===== src/design/ycrc_pkg.sv =====
// ============================================================================
// ycrc_pkg : shared types and constants
// Byte codes, request and result records and the crc-16 step.
// ============================================================================
`default_nettype none

package ycrc_pkg;

    // operation codes
    localparam logic [1:0] OP_BYTE    = 2'd0;
    localparam logic [1:0] OP_TIMEOUT = 2'd1;
    localparam logic [1:0] OP_RESTART = 2'd2;

    // protocol bytes
    localparam logic [7:0] B_SOH  = 8'h01;
    localparam logic [7:0] B_STX  = 8'h02;
    localparam logic [7:0] B_EOT  = 8'h04;
    localparam logic [7:0] B_ACK  = 8'h06;
    localparam logic [7:0] B_NAK  = 8'h15;
    localparam logic [7:0] B_CA   = 8'h18;
    localparam logic [7:0] B_C    = 8'h43;
    localparam logic [7:0] B_ABT1 = 8'h41;
    localparam logic [7:0] B_ABT2 = 8'h61;
    localparam logic [7:0] B_PAD  = 8'h1A;
    localparam logic [7:0] B_NUL  = 8'h00;
    localparam logic [7:0] B_SPC  = 8'h20;
    localparam logic [7:0] B_D0   = 8'h30;
    localparam logic [7:0] B_D9   = 8'h39;

    localparam logic [15:0] CRC_POLY  = 16'h1021;
    localparam logic [10:0] LEN_SHORT = 11'd128;
    localparam logic [10:0] LEN_LONG  = 11'd1024;
    localparam logic [31:0] TRIM_WIN  = 32'd1024;
    localparam logic [7:0]  ERR_SAT   = 8'd255;
    localparam logic [7:0]  MAX_ERR_RST = 8'd5;

    // packet events
    localparam logic [2:0] EV_NONE    = 3'd0;
    localparam logic [2:0] EV_COMMIT  = 3'd1;
    localparam logic [2:0] EV_DISCARD = 3'd2;
    localparam logic [2:0] EV_HEADER  = 3'd3;
    localparam logic [2:0] EV_EOF     = 3'd4;
    localparam logic [2:0] EV_END     = 3'd5;
    localparam logic [2:0] EV_ABORT   = 3'd6;

    // session status
    localparam logic [2:0] ST_RUN      = 3'd0;
    localparam logic [2:0] ST_DONE     = 3'd1;
    localparam logic [2:0] ST_ABORTED  = 3'd2;
    localparam logic [2:0] ST_ERR_ABT  = 3'd3;
    localparam logic [2:0] ST_SINK_ERR = 3'd4;

    // classified request
    typedef enum logic [1:0] {
        CMD_BYTE,
        CMD_TIMEOUT,
        CMD_RESTART,
        CMD_IGNORE
    } t_cmd_kind;

    typedef struct packed {
        t_cmd_kind  kind;
        logic [7:0] rx_byte;
        logic       sink_refused;
    } t_cmd;

    typedef struct packed {
        logic        data_valid;
        logic [7:0]  data_byte;
        logic [31:0] data_offset;
        logic [2:0]  packet_event;
        logic [10:0] committed_length;
        logic [31:0] header_size;
        logic [1:0]  reply_count;
        logic [7:0]  reply_first;
        logic [7:0]  reply_second;
        logic [2:0]  session_status;
    } t_result;

    // one crc-16/xmodem byte step
    function automatic logic [15:0] crc_byte(input logic [15:0] crc, input logic [7:0] b);
        logic [15:0] c;
        c = crc ^ {b, 8'h00};
        for (int k = 0; k < 8; k++) begin
            c = c[15] ? ({c[14:0], 1'b0} ^ CRC_POLY) : {c[14:0], 1'b0};
        end
        return c;
    endfunction

endpackage

`default_nettype wire


===== src/design/ycrc_if.sv =====
// ============================================================================
// ycrc_if : channel interfaces
// Input request, result and configuration channels with valid and ready.
// ============================================================================
`default_nettype none

interface ycrc_in_if;
    logic       valid;
    logic       ready;
    logic [1:0] operation;
    logic [7:0] rx_byte;
    logic       sink_refused;
    modport source (output valid, operation, rx_byte, sink_refused, input ready);
    modport sink (input valid, operation, rx_byte, sink_refused, output ready);
endinterface

interface ycrc_out_if;
    logic        valid;
    logic        ready;
    logic        data_valid;
    logic [7:0]  data_byte;
    logic [31:0] data_offset;
    logic [2:0]  packet_event;
    logic [10:0] committed_length;
    logic [31:0] header_size;
    logic [1:0]  reply_count;
    logic [7:0]  reply_first;
    logic [7:0]  reply_second;
    logic [2:0]  session_status;
    modport source (output valid, data_valid, data_byte, data_offset, packet_event,
                    committed_length, header_size, reply_count, reply_first,
                    reply_second, session_status, input ready);
    modport sink (input valid, data_valid, data_byte, data_offset, packet_event,
                  committed_length, header_size, reply_count, reply_first,
                  reply_second, session_status, output ready);
endinterface

interface ycrc_cfg_if;
    logic       valid;
    logic       ready;
    logic [7:0] data;
    modport source (output valid, data, input ready);
    modport sink (input valid, data, output ready);
endinterface

`default_nettype wire


===== src/design/ycrc_front.sv =====
// ============================================================================
// ycrc_front : request intake
// Classifies each request and holds it in a two-entry queue for the back end.
// ============================================================================
`default_nettype none

module ycrc_front
    import ycrc_pkg::*;
(
    input  wire          i_clk,
    input  wire          i_rst_n,
    ycrc_in_if.sink      i_item,
    input  wire          i_pop,
    output t_cmd         o_cmd,
    output logic         o_cmd_valid
);

    t_cmd       r_q [2];
    logic       r_wr_ptr;
    logic       r_rd_ptr;
    logic [1:0] r_count;
    t_cmd       w_cmd;
    logic       w_push;
    logic       w_pop;

    // classify the incoming request
    always_comb begin
        w_cmd.rx_byte      = i_item.rx_byte;
        w_cmd.sink_refused = i_item.sink_refused;
        case (i_item.operation)
            OP_BYTE:    w_cmd.kind = CMD_BYTE;
            OP_TIMEOUT: w_cmd.kind = CMD_TIMEOUT;
            OP_RESTART: w_cmd.kind = CMD_RESTART;
            default:    w_cmd.kind = CMD_IGNORE;
        endcase
    end

    assign i_item.ready = (r_count != 2'd2);
    assign w_push       = i_item.valid && i_item.ready;
    assign w_pop        = i_pop && (r_count != 2'd0);
    assign o_cmd_valid  = (r_count != 2'd0);
    assign o_cmd        = r_q[r_rd_ptr];

    // queue storage
    always_ff @(posedge i_clk) begin
        if (w_push) begin
            r_q[r_wr_ptr] <= w_cmd;
        end
    end

    // queue pointers
    always_ff @(posedge i_clk) begin
        if (!i_rst_n) begin
            r_wr_ptr <= 1'b0;
            r_rd_ptr <= 1'b0;
            r_count  <= 2'd0;
        end else begin
            if (w_push) begin
                r_wr_ptr <= ~r_wr_ptr;
            end
            if (w_pop) begin
                r_rd_ptr <= ~r_rd_ptr;
            end
            r_count <= r_count + {1'b0, w_push} - {1'b0, w_pop};
        end
    end

endmodule

`default_nettype wire


===== src/design/ycrc_back.sv =====
// ============================================================================
// ycrc_back : protocol engine
// Packet framing, crc check, header parse, replies and the result register.
// ============================================================================
`default_nettype none

module ycrc_back
    import ycrc_pkg::*;
#(
    parameter int SIZE_DIGITS = 16
) (
    input  wire          i_clk,
    input  wire          i_rst_n,
    input  wire t_cmd    i_cmd,
    input  wire          i_cmd_valid,
    output logic         o_pop,
    ycrc_cfg_if.sink     i_cfg,
    ycrc_out_if.source   o_result
);

    localparam int DW = $clog2(SIZE_DIGITS + 1);

    typedef enum logic [3:0] {
        PH_START, PH_CA2, PH_BLK, PH_CBLK, PH_DATA, PH_CRCH, PH_CRCL, PH_STOP
    } t_phase;

    typedef enum logic [1:0] {
        HF_NAME, HF_SIZE, HF_END
    } t_hfield;

    t_phase      r_phase, n_phase;
    logic [10:0] r_pos, n_pos;
    logic        r_long, n_long;
    logic [7:0]  r_blk, n_blk;
    logic [7:0]  r_seq, n_seq;
    logic        r_hdr_exp, n_hdr_exp;
    logic [15:0] r_crc, n_crc;
    logic [15:0] r_rx_crc, n_rx_crc;
    logic [7:0]  r_err, n_err;
    logic        r_begun, n_begun;
    logic [31:0] r_bytes, n_bytes;
    logic [31:0] r_parsed, n_parsed;
    logic [31:0] r_fsize, n_fsize;
    t_hfield     r_hfield, n_hfield;
    logic [DW-1:0] r_digits, n_digits;
    logic [10:0] r_keep, n_keep;
    logic        r_trim, n_trim;
    logic        r_hdr_empty, n_hdr_empty;
    logic [2:0]  r_status, n_status;
    logic        r_cblk_bad, n_cblk_bad;
    logic [7:0]  r_max_err;
    t_result     r_out, n_out;
    logic        r_out_valid;

    logic        w_take;
    logic        w_fail;
    logic [2:0]  w_fail_ev;
    logic [7:0]  w_b;
    logic [7:0]  w_err_inc;
    logic [10:0] w_plen;
    logic [10:0] w_len;
    logic [10:0] w_pos_inc;
    logic [15:0] w_rx_full;

    assign w_take = i_cmd_valid && (!r_out_valid || o_result.ready);
    assign o_pop  = w_take;
    assign i_cfg.ready = 1'b1;
    assign w_b       = i_cmd.rx_byte;
    assign w_plen    = r_long ? LEN_LONG : LEN_SHORT;
    assign w_len     = r_trim ? r_keep : w_plen;
    assign w_pos_inc = r_pos + 11'd1;
    assign w_rx_full = {r_rx_crc[15:8], w_b};
    assign w_err_inc = (r_begun && r_err < ERR_SAT) ? r_err + 8'd1 : r_err;

    // next state and result for one request
    always_comb begin
        n_phase = r_phase; n_pos = r_pos; n_long = r_long; n_blk = r_blk;
        n_seq = r_seq; n_hdr_exp = r_hdr_exp; n_crc = r_crc; n_rx_crc = r_rx_crc;
        n_err = r_err; n_begun = r_begun; n_bytes = r_bytes; n_parsed = r_parsed;
        n_fsize = r_fsize; n_hfield = r_hfield; n_digits = r_digits; n_keep = r_keep;
        n_trim = r_trim; n_hdr_empty = r_hdr_empty; n_status = r_status;
        n_cblk_bad = r_cblk_bad;
        n_out = '0;
        w_fail = 1'b0;
        w_fail_ev = EV_NONE;

        case (i_cmd.kind)
            CMD_RESTART: begin
                n_phase = PH_START; n_pos = '0; n_long = 1'b0; n_blk = '0;
                n_seq = '0; n_hdr_exp = 1'b1; n_crc = '0; n_rx_crc = '0;
                n_err = '0; n_begun = 1'b0; n_bytes = '0; n_parsed = '0;
                n_fsize = '0; n_hfield = HF_NAME; n_digits = '0; n_keep = '0;
                n_trim = 1'b0; n_hdr_empty = 1'b0; n_status = ST_RUN;
                n_cblk_bad = 1'b0;
            end
            CMD_TIMEOUT: begin
                if (r_phase != PH_STOP) begin
                    w_fail = 1'b1;
                    w_fail_ev = (r_phase == PH_BLK || r_phase == PH_CBLK ||
                                 r_phase == PH_DATA || r_phase == PH_CRCH ||
                                 r_phase == PH_CRCL) ? EV_DISCARD : EV_NONE;
                end
            end
            CMD_BYTE: begin
                case (r_phase)
                    PH_START: begin
                        if (w_b == B_SOH || w_b == B_STX) begin
                            n_long  = (w_b == B_STX);
                            n_phase = PH_BLK;
                        end else if (w_b == B_EOT) begin
                            n_err = '0;
                            n_out.reply_count = 2'd1;
                            n_out.reply_first = B_ACK;
                            n_hdr_exp = 1'b1;
                            n_seq = '0;
                            n_out.packet_event = EV_EOF;
                        end else if (w_b == B_CA) begin
                            n_phase = PH_CA2;
                        end else if (w_b == B_ABT1 || w_b == B_ABT2) begin
                            n_out.reply_count  = 2'd2;
                            n_out.reply_first  = B_CA;
                            n_out.reply_second = B_CA;
                            n_status = ST_ABORTED;
                            n_phase  = PH_STOP;
                            n_out.packet_event = EV_ABORT;
                        end else begin
                            w_fail = 1'b1;
                        end
                    end
                    PH_CA2: begin
                        if (w_b == B_CA) begin
                            n_err = '0;
                            n_out.reply_count = 2'd1;
                            n_out.reply_first = B_ACK;
                            n_status = ST_ABORTED;
                            n_phase  = PH_STOP;
                            n_out.packet_event = EV_ABORT;
                        end else begin
                            w_fail = 1'b1;
                        end
                    end
                    PH_BLK: begin
                        n_blk   = w_b;
                        n_phase = PH_CBLK;
                    end
                    PH_CBLK: begin
                        n_cblk_bad = (r_blk != ~w_b);
                        n_pos = '0; n_crc = '0; n_keep = '0;
                        n_hfield = HF_NAME; n_digits = '0; n_parsed = '0;
                        n_hdr_empty = 1'b0;
                        n_trim  = (r_fsize - r_bytes) < TRIM_WIN;
                        n_phase = PH_DATA;
                    end
                    PH_DATA: begin
                        n_crc = crc_byte(r_crc, w_b);
                        if (r_hdr_exp) begin
                            if (r_pos == '0) begin
                                n_hdr_empty = (w_b == B_NUL);
                            end
                            case (r_hfield)
                                HF_NAME: begin
                                    if (w_b == B_NUL) begin
                                        n_hfield = HF_SIZE;
                                        n_digits = '0;
                                        n_parsed = '0;
                                    end
                                end
                                HF_SIZE: begin
                                    if (r_digits >= DW'(SIZE_DIGITS) || w_b == B_SPC) begin
                                        n_hfield = HF_END;
                                    end else begin
                                        n_digits = r_digits + DW'(1);
                                        if (w_b >= B_D0 && w_b <= B_D9) begin
                                            n_parsed = {r_parsed[28:0], 3'b000}
                                                     + {r_parsed[30:0], 1'b0}
                                                     + {24'd0, w_b - B_D0};
                                        end else begin
                                            n_hfield = HF_END;
                                        end
                                    end
                                end
                                default: begin
                                end
                            endcase
                        end else begin
                            n_out.data_valid  = 1'b1;
                            n_out.data_byte   = w_b;
                            n_out.data_offset = r_bytes + {21'd0, r_pos};
                            if (w_b != B_PAD) begin
                                n_keep = w_pos_inc;
                            end
                        end
                        n_pos = w_pos_inc;
                        if (w_pos_inc >= w_plen) begin
                            n_phase = PH_CRCH;
                        end
                    end
                    PH_CRCH: begin
                        n_rx_crc = {w_b, 8'h00};
                        n_phase  = PH_CRCL;
                    end
                    PH_CRCL: begin
                        n_rx_crc = w_rx_full;
                        n_phase  = PH_START;
                        if (r_cblk_bad || r_crc != w_rx_full) begin
                            w_fail = 1'b1;
                            w_fail_ev = EV_DISCARD;
                        end else begin
                            n_err = '0;
                            if (r_blk != r_seq) begin
                                n_out.reply_count = 2'd1;
                                n_out.reply_first = B_NAK;
                                n_out.packet_event = EV_DISCARD;
                            end else if (r_hdr_exp) begin
                                if (r_hdr_empty) begin
                                    n_out.reply_count = 2'd1;
                                    n_out.reply_first = B_ACK;
                                    n_status = ST_DONE;
                                    n_phase  = PH_STOP;
                                    n_out.packet_event = EV_END;
                                end else begin
                                    n_fsize = r_parsed;
                                    n_bytes = '0;
                                    n_hdr_exp = 1'b0;
                                    n_seq = 8'd1;
                                    n_begun = 1'b1;
                                    n_out.reply_count  = 2'd2;
                                    n_out.reply_first  = B_ACK;
                                    n_out.reply_second = B_C;
                                    n_out.packet_event = EV_HEADER;
                                    n_out.header_size  = r_parsed;
                                end
                            end else if (i_cmd.sink_refused) begin
                                n_out.reply_count  = 2'd2;
                                n_out.reply_first  = B_CA;
                                n_out.reply_second = B_CA;
                                n_status = ST_SINK_ERR;
                                n_phase  = PH_STOP;
                                n_out.packet_event = EV_ABORT;
                            end else begin
                                n_bytes = r_bytes + {21'd0, w_len};
                                n_seq   = r_seq + 8'd1;
                                n_begun = 1'b1;
                                n_out.reply_count = 2'd1;
                                n_out.reply_first = B_ACK;
                                n_out.packet_event     = EV_COMMIT;
                                n_out.committed_length = w_len;
                            end
                        end
                    end
                    default: begin
                    end
                endcase
            end
            default: begin
            end
        endcase

        // error accounting and abort on limit
        if (w_fail) begin
            n_phase = PH_START;
            n_err   = w_err_inc;
            if (w_err_inc > r_max_err) begin
                n_out.reply_count  = 2'd2;
                n_out.reply_first  = B_CA;
                n_out.reply_second = B_CA;
                n_status = ST_ERR_ABT;
                n_phase  = PH_STOP;
                n_out.packet_event = EV_ABORT;
            end else begin
                n_out.reply_count  = 2'd1;
                n_out.reply_first  = B_C;
                n_out.packet_event = w_fail_ev;
            end
        end
        n_out.session_status = n_status;
    end

    // session state and result register
    always_ff @(posedge i_clk) begin
        if (!i_rst_n) begin
            r_phase <= PH_START; r_pos <= '0; r_long <= 1'b0; r_blk <= '0;
            r_seq <= '0; r_hdr_exp <= 1'b1; r_crc <= '0; r_rx_crc <= '0;
            r_err <= '0; r_begun <= 1'b0; r_bytes <= '0; r_parsed <= '0;
            r_fsize <= '0; r_hfield <= HF_NAME; r_digits <= '0; r_keep <= '0;
            r_trim <= 1'b0; r_hdr_empty <= 1'b0; r_status <= ST_RUN;
            r_cblk_bad <= 1'b0; r_max_err <= MAX_ERR_RST; r_out_valid <= 1'b0;
        end else begin
            if (i_cfg.valid) begin
                r_max_err <= i_cfg.data;
            end
            if (w_take) begin
                r_phase <= n_phase; r_pos <= n_pos; r_long <= n_long; r_blk <= n_blk;
                r_seq <= n_seq; r_hdr_exp <= n_hdr_exp; r_crc <= n_crc;
                r_rx_crc <= n_rx_crc; r_err <= n_err; r_begun <= n_begun;
                r_bytes <= n_bytes; r_parsed <= n_parsed; r_fsize <= n_fsize;
                r_hfield <= n_hfield; r_digits <= n_digits; r_keep <= n_keep;
                r_trim <= n_trim; r_hdr_empty <= n_hdr_empty; r_status <= n_status;
                r_cblk_bad <= n_cblk_bad;
                r_out_valid <= 1'b1;
            end else if (o_result.ready) begin
                r_out_valid <= 1'b0;
            end
        end
    end

    // result payload
    always_ff @(posedge i_clk) begin
        if (w_take) begin
            r_out <= n_out;
        end
    end

    assign o_result.valid            = r_out_valid;
    assign o_result.data_valid       = r_out.data_valid;
    assign o_result.data_byte        = r_out.data_byte;
    assign o_result.data_offset      = r_out.data_offset;
    assign o_result.packet_event     = r_out.packet_event;
    assign o_result.committed_length = r_out.committed_length;
    assign o_result.header_size      = r_out.header_size;
    assign o_result.reply_count      = r_out.reply_count;
    assign o_result.reply_first      = r_out.reply_first;
    assign o_result.reply_second     = r_out.reply_second;
    assign o_result.session_status   = r_out.session_status;

endmodule

`default_nettype wire


===== src/design/ymodem_crc_receiver.sv =====
// result path: intake queue, then the protocol engine, then the registered result port
// throughput: one request per cycle while the result port is ready, set by the protocol engine
// a two-entry queue lets intake continue while a result waits to be taken
// reset: synchronous active low, session idle, error limit back to 5
// ============================================================================
// ymodem_crc_receiver : ymodem-crc receiver top level
// Intake queue feeding the protocol engine with a registered result port.
// ============================================================================
`default_nettype none

module ymodem_crc_receiver
    import ycrc_pkg::*;
#(
    parameter int SIZE_DIGITS = 16
) (
    input  wire          i_clk,
    input  wire          i_rst_n,
    ycrc_in_if.sink      i_item,
    ycrc_cfg_if.sink     i_cfg,
    ycrc_out_if.source   o_result
);

    t_cmd w_cmd;
    logic w_cmd_valid;
    logic w_pop;

    // request intake
    ycrc_front u_front (
        .i_clk       (i_clk),
        .i_rst_n     (i_rst_n),
        .i_item      (i_item),
        .i_pop       (w_pop),
        .o_cmd       (w_cmd),
        .o_cmd_valid (w_cmd_valid)
    );

    // protocol engine
    ycrc_back #(
        .SIZE_DIGITS (SIZE_DIGITS)
    ) u_back (
        .i_clk       (i_clk),
        .i_rst_n     (i_rst_n),
        .i_cmd       (w_cmd),
        .i_cmd_valid (w_cmd_valid),
        .o_pop       (w_pop),
        .i_cfg       (i_cfg),
        .o_result    (o_result)
    );

endmodule

`default_nettype wire


===== src/flat_wrapper.sv =====
// flat-port wrapper written by rule: the top's interface ports become plain ports
module ymodem_crc_receiver_flat import ycrc_pkg::*;
#(
    parameter int SIZE_DIGITS = 16
)
  (i_clk, i_rst_n, i_item_valid, i_item_operation, i_item_rx_byte, i_item_sink_refused, i_item_ready, i_cfg_valid, i_cfg_data, i_cfg_ready, o_result_valid, o_result_data_valid, o_result_data_byte, o_result_data_offset, o_result_packet_event, o_result_committed_length, o_result_header_size, o_result_reply_count, o_result_reply_first, o_result_reply_second, o_result_session_status, o_result_ready);
  ycrc_in_if i_item_i ();
  ycrc_cfg_if i_cfg_i ();
  ycrc_out_if o_result_i ();
  input  wire i_clk;
  input  wire i_rst_n;
  input wire logic [$bits(i_item_i.valid)-1:0] i_item_valid;
  input wire logic [$bits(i_item_i.operation)-1:0] i_item_operation;
  input wire logic [$bits(i_item_i.rx_byte)-1:0] i_item_rx_byte;
  input wire logic [$bits(i_item_i.sink_refused)-1:0] i_item_sink_refused;
  output wire logic [$bits(i_item_i.ready)-1:0] i_item_ready;
  input wire logic [$bits(i_cfg_i.valid)-1:0] i_cfg_valid;
  input wire logic [$bits(i_cfg_i.data)-1:0] i_cfg_data;
  output wire logic [$bits(i_cfg_i.ready)-1:0] i_cfg_ready;
  output wire logic [$bits(o_result_i.valid)-1:0] o_result_valid;
  output wire logic [$bits(o_result_i.data_valid)-1:0] o_result_data_valid;
  output wire logic [$bits(o_result_i.data_byte)-1:0] o_result_data_byte;
  output wire logic [$bits(o_result_i.data_offset)-1:0] o_result_data_offset;
  output wire logic [$bits(o_result_i.packet_event)-1:0] o_result_packet_event;
  output wire logic [$bits(o_result_i.committed_length)-1:0] o_result_committed_length;
  output wire logic [$bits(o_result_i.header_size)-1:0] o_result_header_size;
  output wire logic [$bits(o_result_i.reply_count)-1:0] o_result_reply_count;
  output wire logic [$bits(o_result_i.reply_first)-1:0] o_result_reply_first;
  output wire logic [$bits(o_result_i.reply_second)-1:0] o_result_reply_second;
  output wire logic [$bits(o_result_i.session_status)-1:0] o_result_session_status;
  input wire logic [$bits(o_result_i.ready)-1:0] o_result_ready;
  assign i_item_i.valid = i_item_valid;
  assign i_item_i.operation = i_item_operation;
  assign i_item_i.rx_byte = i_item_rx_byte;
  assign i_item_i.sink_refused = i_item_sink_refused;
  assign i_item_ready = i_item_i.ready;
  assign i_cfg_i.valid = i_cfg_valid;
  assign i_cfg_i.data = i_cfg_data;
  assign i_cfg_ready = i_cfg_i.ready;
  assign o_result_valid = o_result_i.valid;
  assign o_result_data_valid = o_result_i.data_valid;
  assign o_result_data_byte = o_result_i.data_byte;
  assign o_result_data_offset = o_result_i.data_offset;
  assign o_result_packet_event = o_result_i.packet_event;
  assign o_result_committed_length = o_result_i.committed_length;
  assign o_result_header_size = o_result_i.header_size;
  assign o_result_reply_count = o_result_i.reply_count;
  assign o_result_reply_first = o_result_i.reply_first;
  assign o_result_reply_second = o_result_i.reply_second;
  assign o_result_session_status = o_result_i.session_status;
  assign o_result_i.ready = o_result_ready;
  ymodem_crc_receiver #(.SIZE_DIGITS(SIZE_DIGITS)) u_core (.i_clk(i_clk), .i_rst_n(i_rst_n), .i_item(i_item_i), .i_cfg(i_cfg_i), .o_result(o_result_i));
endmodule

===== config.mk =====
export PLATFORM = sky130hd
export DESIGN_NAME = ymodem_crc_receiver_flat
export DESIGN_NICKNAME = d
export VERILOG_FILES = /design/src/design/ycrc_pkg.sv /design/src/design/ycrc_if.sv /design/src/design/ycrc_front.sv /design/src/design/ycrc_back.sv /design/src/design/ymodem_crc_receiver.sv /design/src/flat_wrapper.sv
export SDC_FILE = /design/constraint.sdc
export NUM_CORES = 1
export LEC_CHECK = 0
export ABC_CLOCK_PERIOD_IN_PS = 11100
export BUFFER_PORTS_ARGS = -buffer_cell sky130_fd_sc_hd__buf_2
export CORE_AREA = 2 2 188 236
export CTS_CLUSTER_SIZE = 30
export DETAILED_ROUTE_END_ITERATION = 8
export DIE_AREA = 0 0 190 238
export GPL_ROUTABILITY_DRIVEN = 0
export PLACE_DENSITY_LB_ADDON = 0.08
export SYNTH_ARGS = -nofsm -noshare
export SYNTH_HDL_FRONTEND = slang
export SYNTH_SLANG_ARGS = --single-unit

===== constraint.sdc =====
create_clock -name i_clk -period 11.1 [get_ports i_clk]
set_input_delay 1.11 -clock i_clk [delete_from_list [all_inputs] [get_ports i_clk]]
set_output_delay 1.11 -clock i_clk [all_outputs]
set_load 0.05 [all_outputs]

### After elaboration in Yosys (flattened, before gate mapping)

Memories as Yosys holds them, arrays and structs flattened. A register that Yosys moved wholly into a read port is not among the register bits.
Index checks and enable logic that the tools add are counted.
Widths: inputs -> output; s select.

| storage, ports and cells | value |
|---|---|
| RAM bits | 22 |
| memories | 1 |
| bits in registers | 307 |

Memories:

| memory | words | bits a word | read ports | clocked after memory_dff | wr ports | line | source |
|---|---|---|---|---|---|---|---|
| u_core.u_front.r_q | 2 | 11 | 1 | 1 | 1 | ycrc_front.sv:18 | `t_cmd r_q [2];` |

| operators by class | value |
|---|---|
| order comparisons | 7 |
| $add $sub $neg | 12 |
| eq/ne operators | 63 |
| bitwise operators | 16 |
| reduce and logical (&&, ||, !) cells | 45 |
| muxes and demuxes | 185 |

Operators by type and width:

| operator | number |
|---|---|
| $mux 32 | 17 |
| $pmux 32 s2 | 5 |
| $mux 64 | 2 |
| $pmux 16 s2 | 4 |
| $mux 8 | 15 |
| $mux 13 | 8 |
| $mux 18 | 5 |
| $pmux 11 s2 | 4 |
| $mux 43 | 2 |
| $pmux 8 s2 | 5 |
| $mux 3 | 26 |
| $mux 11 | 6 |
| $add 32x11->32 | 2 |
| $mux 10 | 5 |
| $reduce_and 7->1 | 7 |
| $mux 41 | 1 |
| $mux 4 | 10 |
| $ne 4x4->1 const B | 10 |
| $ne 3x3->1 const B | 12 |
| $add 32x32->32 | 1 |
| $add 32x8->32 | 1 |
| $lt 32x11->1 const B | 1 |
| $sub 32x32->32 | 1 |
| $mux 1 | 31 |
| other kinds (68) | 147 |

### Depth between registers and ports, before layout

| depth | value |
|---|---|
| depth in word-level cells | 19 |
| depth in mapped cells | 18 |
| mapped depth without buffers | 16 |

### Cells and area by module

A second synthesis with hierarchy kept.

| unflattened totals | value |
|---|---|
| cell total of the unflattened synthesis | 2103 |
| area, all modules | 18756.7 sq um |

By module, submodules not included:

| module | seq. area each (sq um) | area an instance (sq um) | times used | cells each |
|---|---|---|---|---|
| ycrc_back | 6886.6 | 17697.0 | 1 | 2038 |
| ycrc_front | 760.7 | 1059.8 | 1 | 65 |

### Worst setup path before layout

Ideal clock, no wire load.

| path | value |
|---|---|
| path type | input to register |
| start | input port o_result_ready |
| end | register u_core.u_front.r_count[1] |
| library setup time | 0.115 ns |
| required time | 10.985 ns |
| arrival time | 4.679 ns |
| path slack | 6.306 ns |
| cell stages on the path | 10 |
| path through | nor2b_1 -> or2_2 -> clkbuf_1 -> inv_1 -> ha_1 -> inv_1 -> ha_1 -> xnor2_1 -> xnor2_1 -> and2_1 |

| on the way | value |
|---|---|
| cells in the longest elaborated chain, start to end | 4 |

RTL lines:

| element | line | source |
|---|---|---|
| from (decl) | flat_wrapper.sv:31 | `input wire logic [$bits(o_result_i.ready)-1:0] o_result_ready;` |
| $logic_or 1x1->1 | ycrc_back.sv:65 | `assign w_take = i_cmd_valid && (!r_out_valid \|\| o_result.ready);` |
| $logic_and 1x1->1 | ycrc_back.sv:65 |  |
| via u_core.u_back.o_pop | ycrc_back.sv:16 | `output logic o_pop,` |
| $logic_and 1x1->1 | ycrc_front.sv:40 | `assign w_pop = i_pop && (r_count != 2'd0);` |
| $sub 2x1->2 | ycrc_front.sv:64 | `r_count <= r_count + {1'b0, w_push} - {1'b0, w_pop};` |
| to (signal assigned) | ycrc_front.sv:64 |  |
| to (decl) | ycrc_front.sv:21 | `logic [1:0] r_count;` |

The timed path passes the listed nets, and every way through them passes these cells.
A chain may end at the register's enable or synchronous reset.

==> impl_metrics.toml <==
[run_status]
outcome = "complete, no violations"

[clock_tree]
clock-root-buffer = "clkbuf_16"
hold_buffers = 0
cts_resized = 0
clk_path_buf_depth = 3
cts_sinks = 321
cts_buffers = 36
cts_setup_buffers = 0
cts_tree = "built"
clkLatencyLatePin_ns = 0.54
cts_max_level = 2
clkTransAtPathRegs_ns = 0.06

[synthesis]
yosysTopAreaCellShare_pct = 20.8
avgSynthCellArea_um2 = 9.11
synth_top_area_cell = "dfxtp_1"
async_reset_ff_share_pct = 0
synth_area_leaders = "dfxtp_1, edfxtp_1, ha_1"
synth_seq_area_share_pct = 39.9
ys_types = 83
synth_cells = 2103
ys_ff_latch = 321
synthFlopType = "dfxtp_1"
synth_edf_count = 122
netlist_area_um2 = 19200
synth-warning-count = 0

[critical_path]
cp_cell_sequence = "buf_4 > mux2i_2 > o21ai_0 > xor2_1 > fa_1 > ha_1 > a21o_1 > a21oi_1 > nand3b_1 > o2111a_1 > o2111a_1 > o31ai_1 > o21ai_0 > a21oi_1 > xor2_1 > o21ai_0"
worstSetupPathDepth = 16
worstSetupPathType = "flop to flop"
r2r_cells = 16
cp.arrival_ns = 5.53
slowest_stage = "mux2i_2"
path_delay_family = "compound AO/OA/AOI/OAI gates"
end_kind = "flop"
required_ns = 11.50
cp_common_cell = "o21ai_0"
r2r_setup_slack_ns = 5.97
max_stage_delay_ns = 0.71
path_max_fanout = 21
startpoint_type = "flop"
path_buf_inv = 1

[power]
p_leak_uw = 0.00846
power_uw = 4030
power_density_nw_per_um2 = 189
peakVddDrop_mv = 0.141

[finish]
syn_to_final_growth_pct = 11.6
fin_area_um2 = 21400
final_layout_size_suffix_gt1_share_pct = 10.9
multiInputGateArea_um2 = 10800
seq_area_um2 = 7650
num_antenna_cells = 0
nFillCells = 4109
layout.nets = 2353

[grt]
grt_pass1_vias = 15251
overflow = 0
grt_max_degree = 92
antenna_found_initial = 0
grt_pass1_wl_um = 79900
grt_util_all_layers_pct = 22.2

[sta]
fin_crit_ns = 5.13
finalSetupViolations = 0
slew_violations = 0
fin_crit_sh_pct = 46.2
relSlewSlack_pct = 27.6
hold_violations = 0
fin_hold_ws_ns = 0.463
tightest_slew_ns = 1.08
fin_worst_skew_ns = 0.0218
fin_ws_ns = 5.97
finalSetupTns_ns = 0
rsz0062_at_grt = "false"
fmax_ghz = 0.195

[placed_design]
hpwl_um = 37600
dpl_cell_area_um2 = 20300
place.port_buffers = 128
place_ws_ns = 5.97

[route]
route.detailed.drc = 0
drtIter0Drc = 868
avgRoutedWirePerCell_um = 18.2
vias = 15580
wl_um = 50700
detail_route.vias_per_cell = 5.60
antenna_left = 0
first_pass_iters = 7

[floorplanning]
core_um2 = 42900
fp-row-count = 85
dieWidth_um = 190
die_h_um = 238
num_io_pins = 135
initial_core_util_pct = 44.7
dieArea_um2 = 45200

[hold_path]
worstHoldPathCells = 2
min_path_type = "flop to flop"

[job]
cap_violations = 0
Yosys cell counts, drive strengths merged (11+ instances only):
cell / count
buf: 24
a22oi: 44
and2: 83
xor2: 47
o31ai: 11
nand4: 28
nand2: 169
a21boi: 41
o21a: 15
and3: 23
o21ai: 107
nor2b: 104
nor4: 18
nor3: 60
o21bai: 11
ha: 128
a31oi: 11
xnor2: 122
dfxtp: 199
mux2i: 32
nand3: 74
nand2b: 14
clkbuf: 74
nor3b: 14
edfxtp: 122
inv: 88
a21oi: 114
nor2: 161
a21o: 35
kinds of logic (layout without fill, tap and decap cells):
| family | after synthesis | count (layout) | synth area share, % |
|---|---|---|---|
| other | 2 | 6 | 0.0392 |
| and+or+nand+nor | 779 | 779 | 20.8 |
| DFF | 321 | 321 | 39.9 |
| muxes | 36 | 36 | 2.14 |
| adders and majority gates | 136 | 136 | 9.19 |
| buffers and inverters | 186 | 298 | 3.94 |
| AOI/OAI and AO/OA | 474 | 474 | 16.3 |
| xor gates and xnor gates | 169 | 169 | 7.72 |
placed cells by master, fill, tap and decap left out, types with 14 or more instances in the layout:
| cell type | n |
|---|---|
| a21o_1 | 35 |
| nor3_1 | 58 |
| nor2b_1 | 104 |
| nand4_1 | 28 |
| buf_2 | 127 |
| buf_4 | 19 |
| mux2i_1 | 25 |
| nor4_1 | 15 |
| a21oi_1 | 112 |
| dfxtp_1 | 199 |
| a22oi_1 | 44 |
| nand3_1 | 73 |
| o21ai_0 | 103 |
| o21a_1 | 15 |
| nand2b_1 | 14 |
| nor3b_1 | 14 |
| clkbuf_16 | 37 |
| inv_1 | 86 |
| and3_1 | 23 |
| and2_1 | 83 |
| nor2_1 | 159 |
| ha_1 | 128 |
| xor2_1 | 47 |
| xnor2_1 | 122 |
| nand2_1 | 169 |
| edfxtp_1 | 122 |
| a21boi_0 | 40 |
worst register-to-register path: stages, from the launching register on:
cell,delay (ns)
dfxtp_1,0.31
buf_4,0.31
mux2i_2,0.72
o21ai_0,0.23
xor2_1,0.32
fa_1,0.45
ha_1,0.39
a21o_1,0.21
a21oi_1,0.22
nand3b_1,0.13
o2111a_1,0.30
o2111a_1,0.27
o31ai_1,0.53
o21ai_0,0.16
a21oi_1,0.20
xor2_1,0.16
o21ai_0,0.09
routing by layer:
metal / up-vias / routed length [um] / GRT usage (%)
met3: 117 / 1520 / 2.32
met5: - / 0 / 0
met1: 7471 / 20400 / 25.0
met4: 0 / 2110 / 9.77
met2: 329 / 26700 / 41.8
li1: 7663 / - / -
final cells by class:
| class | instances | area share [%] |
|---|---|---|
| clock buffers | 48 | 4.66 |
| clock inverters | 16 | 0.451 |
| inverters | 88 | 1.56 |
| multi-input cells | 1600 | 50.6 |
| flip-flops and latches | 321 | 35.8 |
| well taps | 565 | 3.31 |
| repair buffers | 146 | 3.64 |
worst paths after layout:
kind,startpoint,endpoint
setup / recovery,flop,u_core.u_back.r_parsed[28]
hold / removal,u_core.u_back.r_fsize[0],u_core.u_back.r_fsize[0]
setup reg to reg,flop,u_core.u_back.r_parsed[28]
hold reg to reg,u_core.u_back.r_fsize[0],u_core.u_back.r_fsize[0]
registers in the layout, summed over array words and instances, names as in the netlist, 5 cells and up, named ones only:
register,flops
u_core.u_back.o_result.committed_length,11
u_core.u_back.r_err,8
u_core.u_back.r_max_err,8
u_core.u_back.r_crc,16
u_core.u_back.r_parsed,32
u_core.u_back.r_seq,8
u_core.u_front.r_q,22
u_core.u_back.o_result.data_offset,32
u_core.u_back.r_bytes,32
u_core.u_back.o_result.reply_first,6
u_core.u_back.r_fsize,32
u_core.u_back.r_blk,8
u_core.u_back.o_result.header_size,32
u_core.u_back.r_rx_crc,8
u_core.u_back.r_pos,11
u_core.u_back.r_digits,5
u_core.u_back.o_result.data_byte,8
u_core.u_back.r_keep,11
through the flow:
stage / instances / util, %
final: 2784 / 49.9
after global routing: 2784 / 49.9
after CTS: 2784 / 49.9
after detailed placement: 2720 / 47.3
after global placement: 2720 / 47.3
after floorplan: 2107 / -
report_power, final:
group / internal (uW) / total [uW] / switching (uW)
logic: 344 / 1410 / 1060
registers: 1420 / 1490 / 68.5
clock network: 634 / 1130 / 497
total: 2400 / 4030 / 1630
Note: power is estimated with default switching activity, not from simulation.
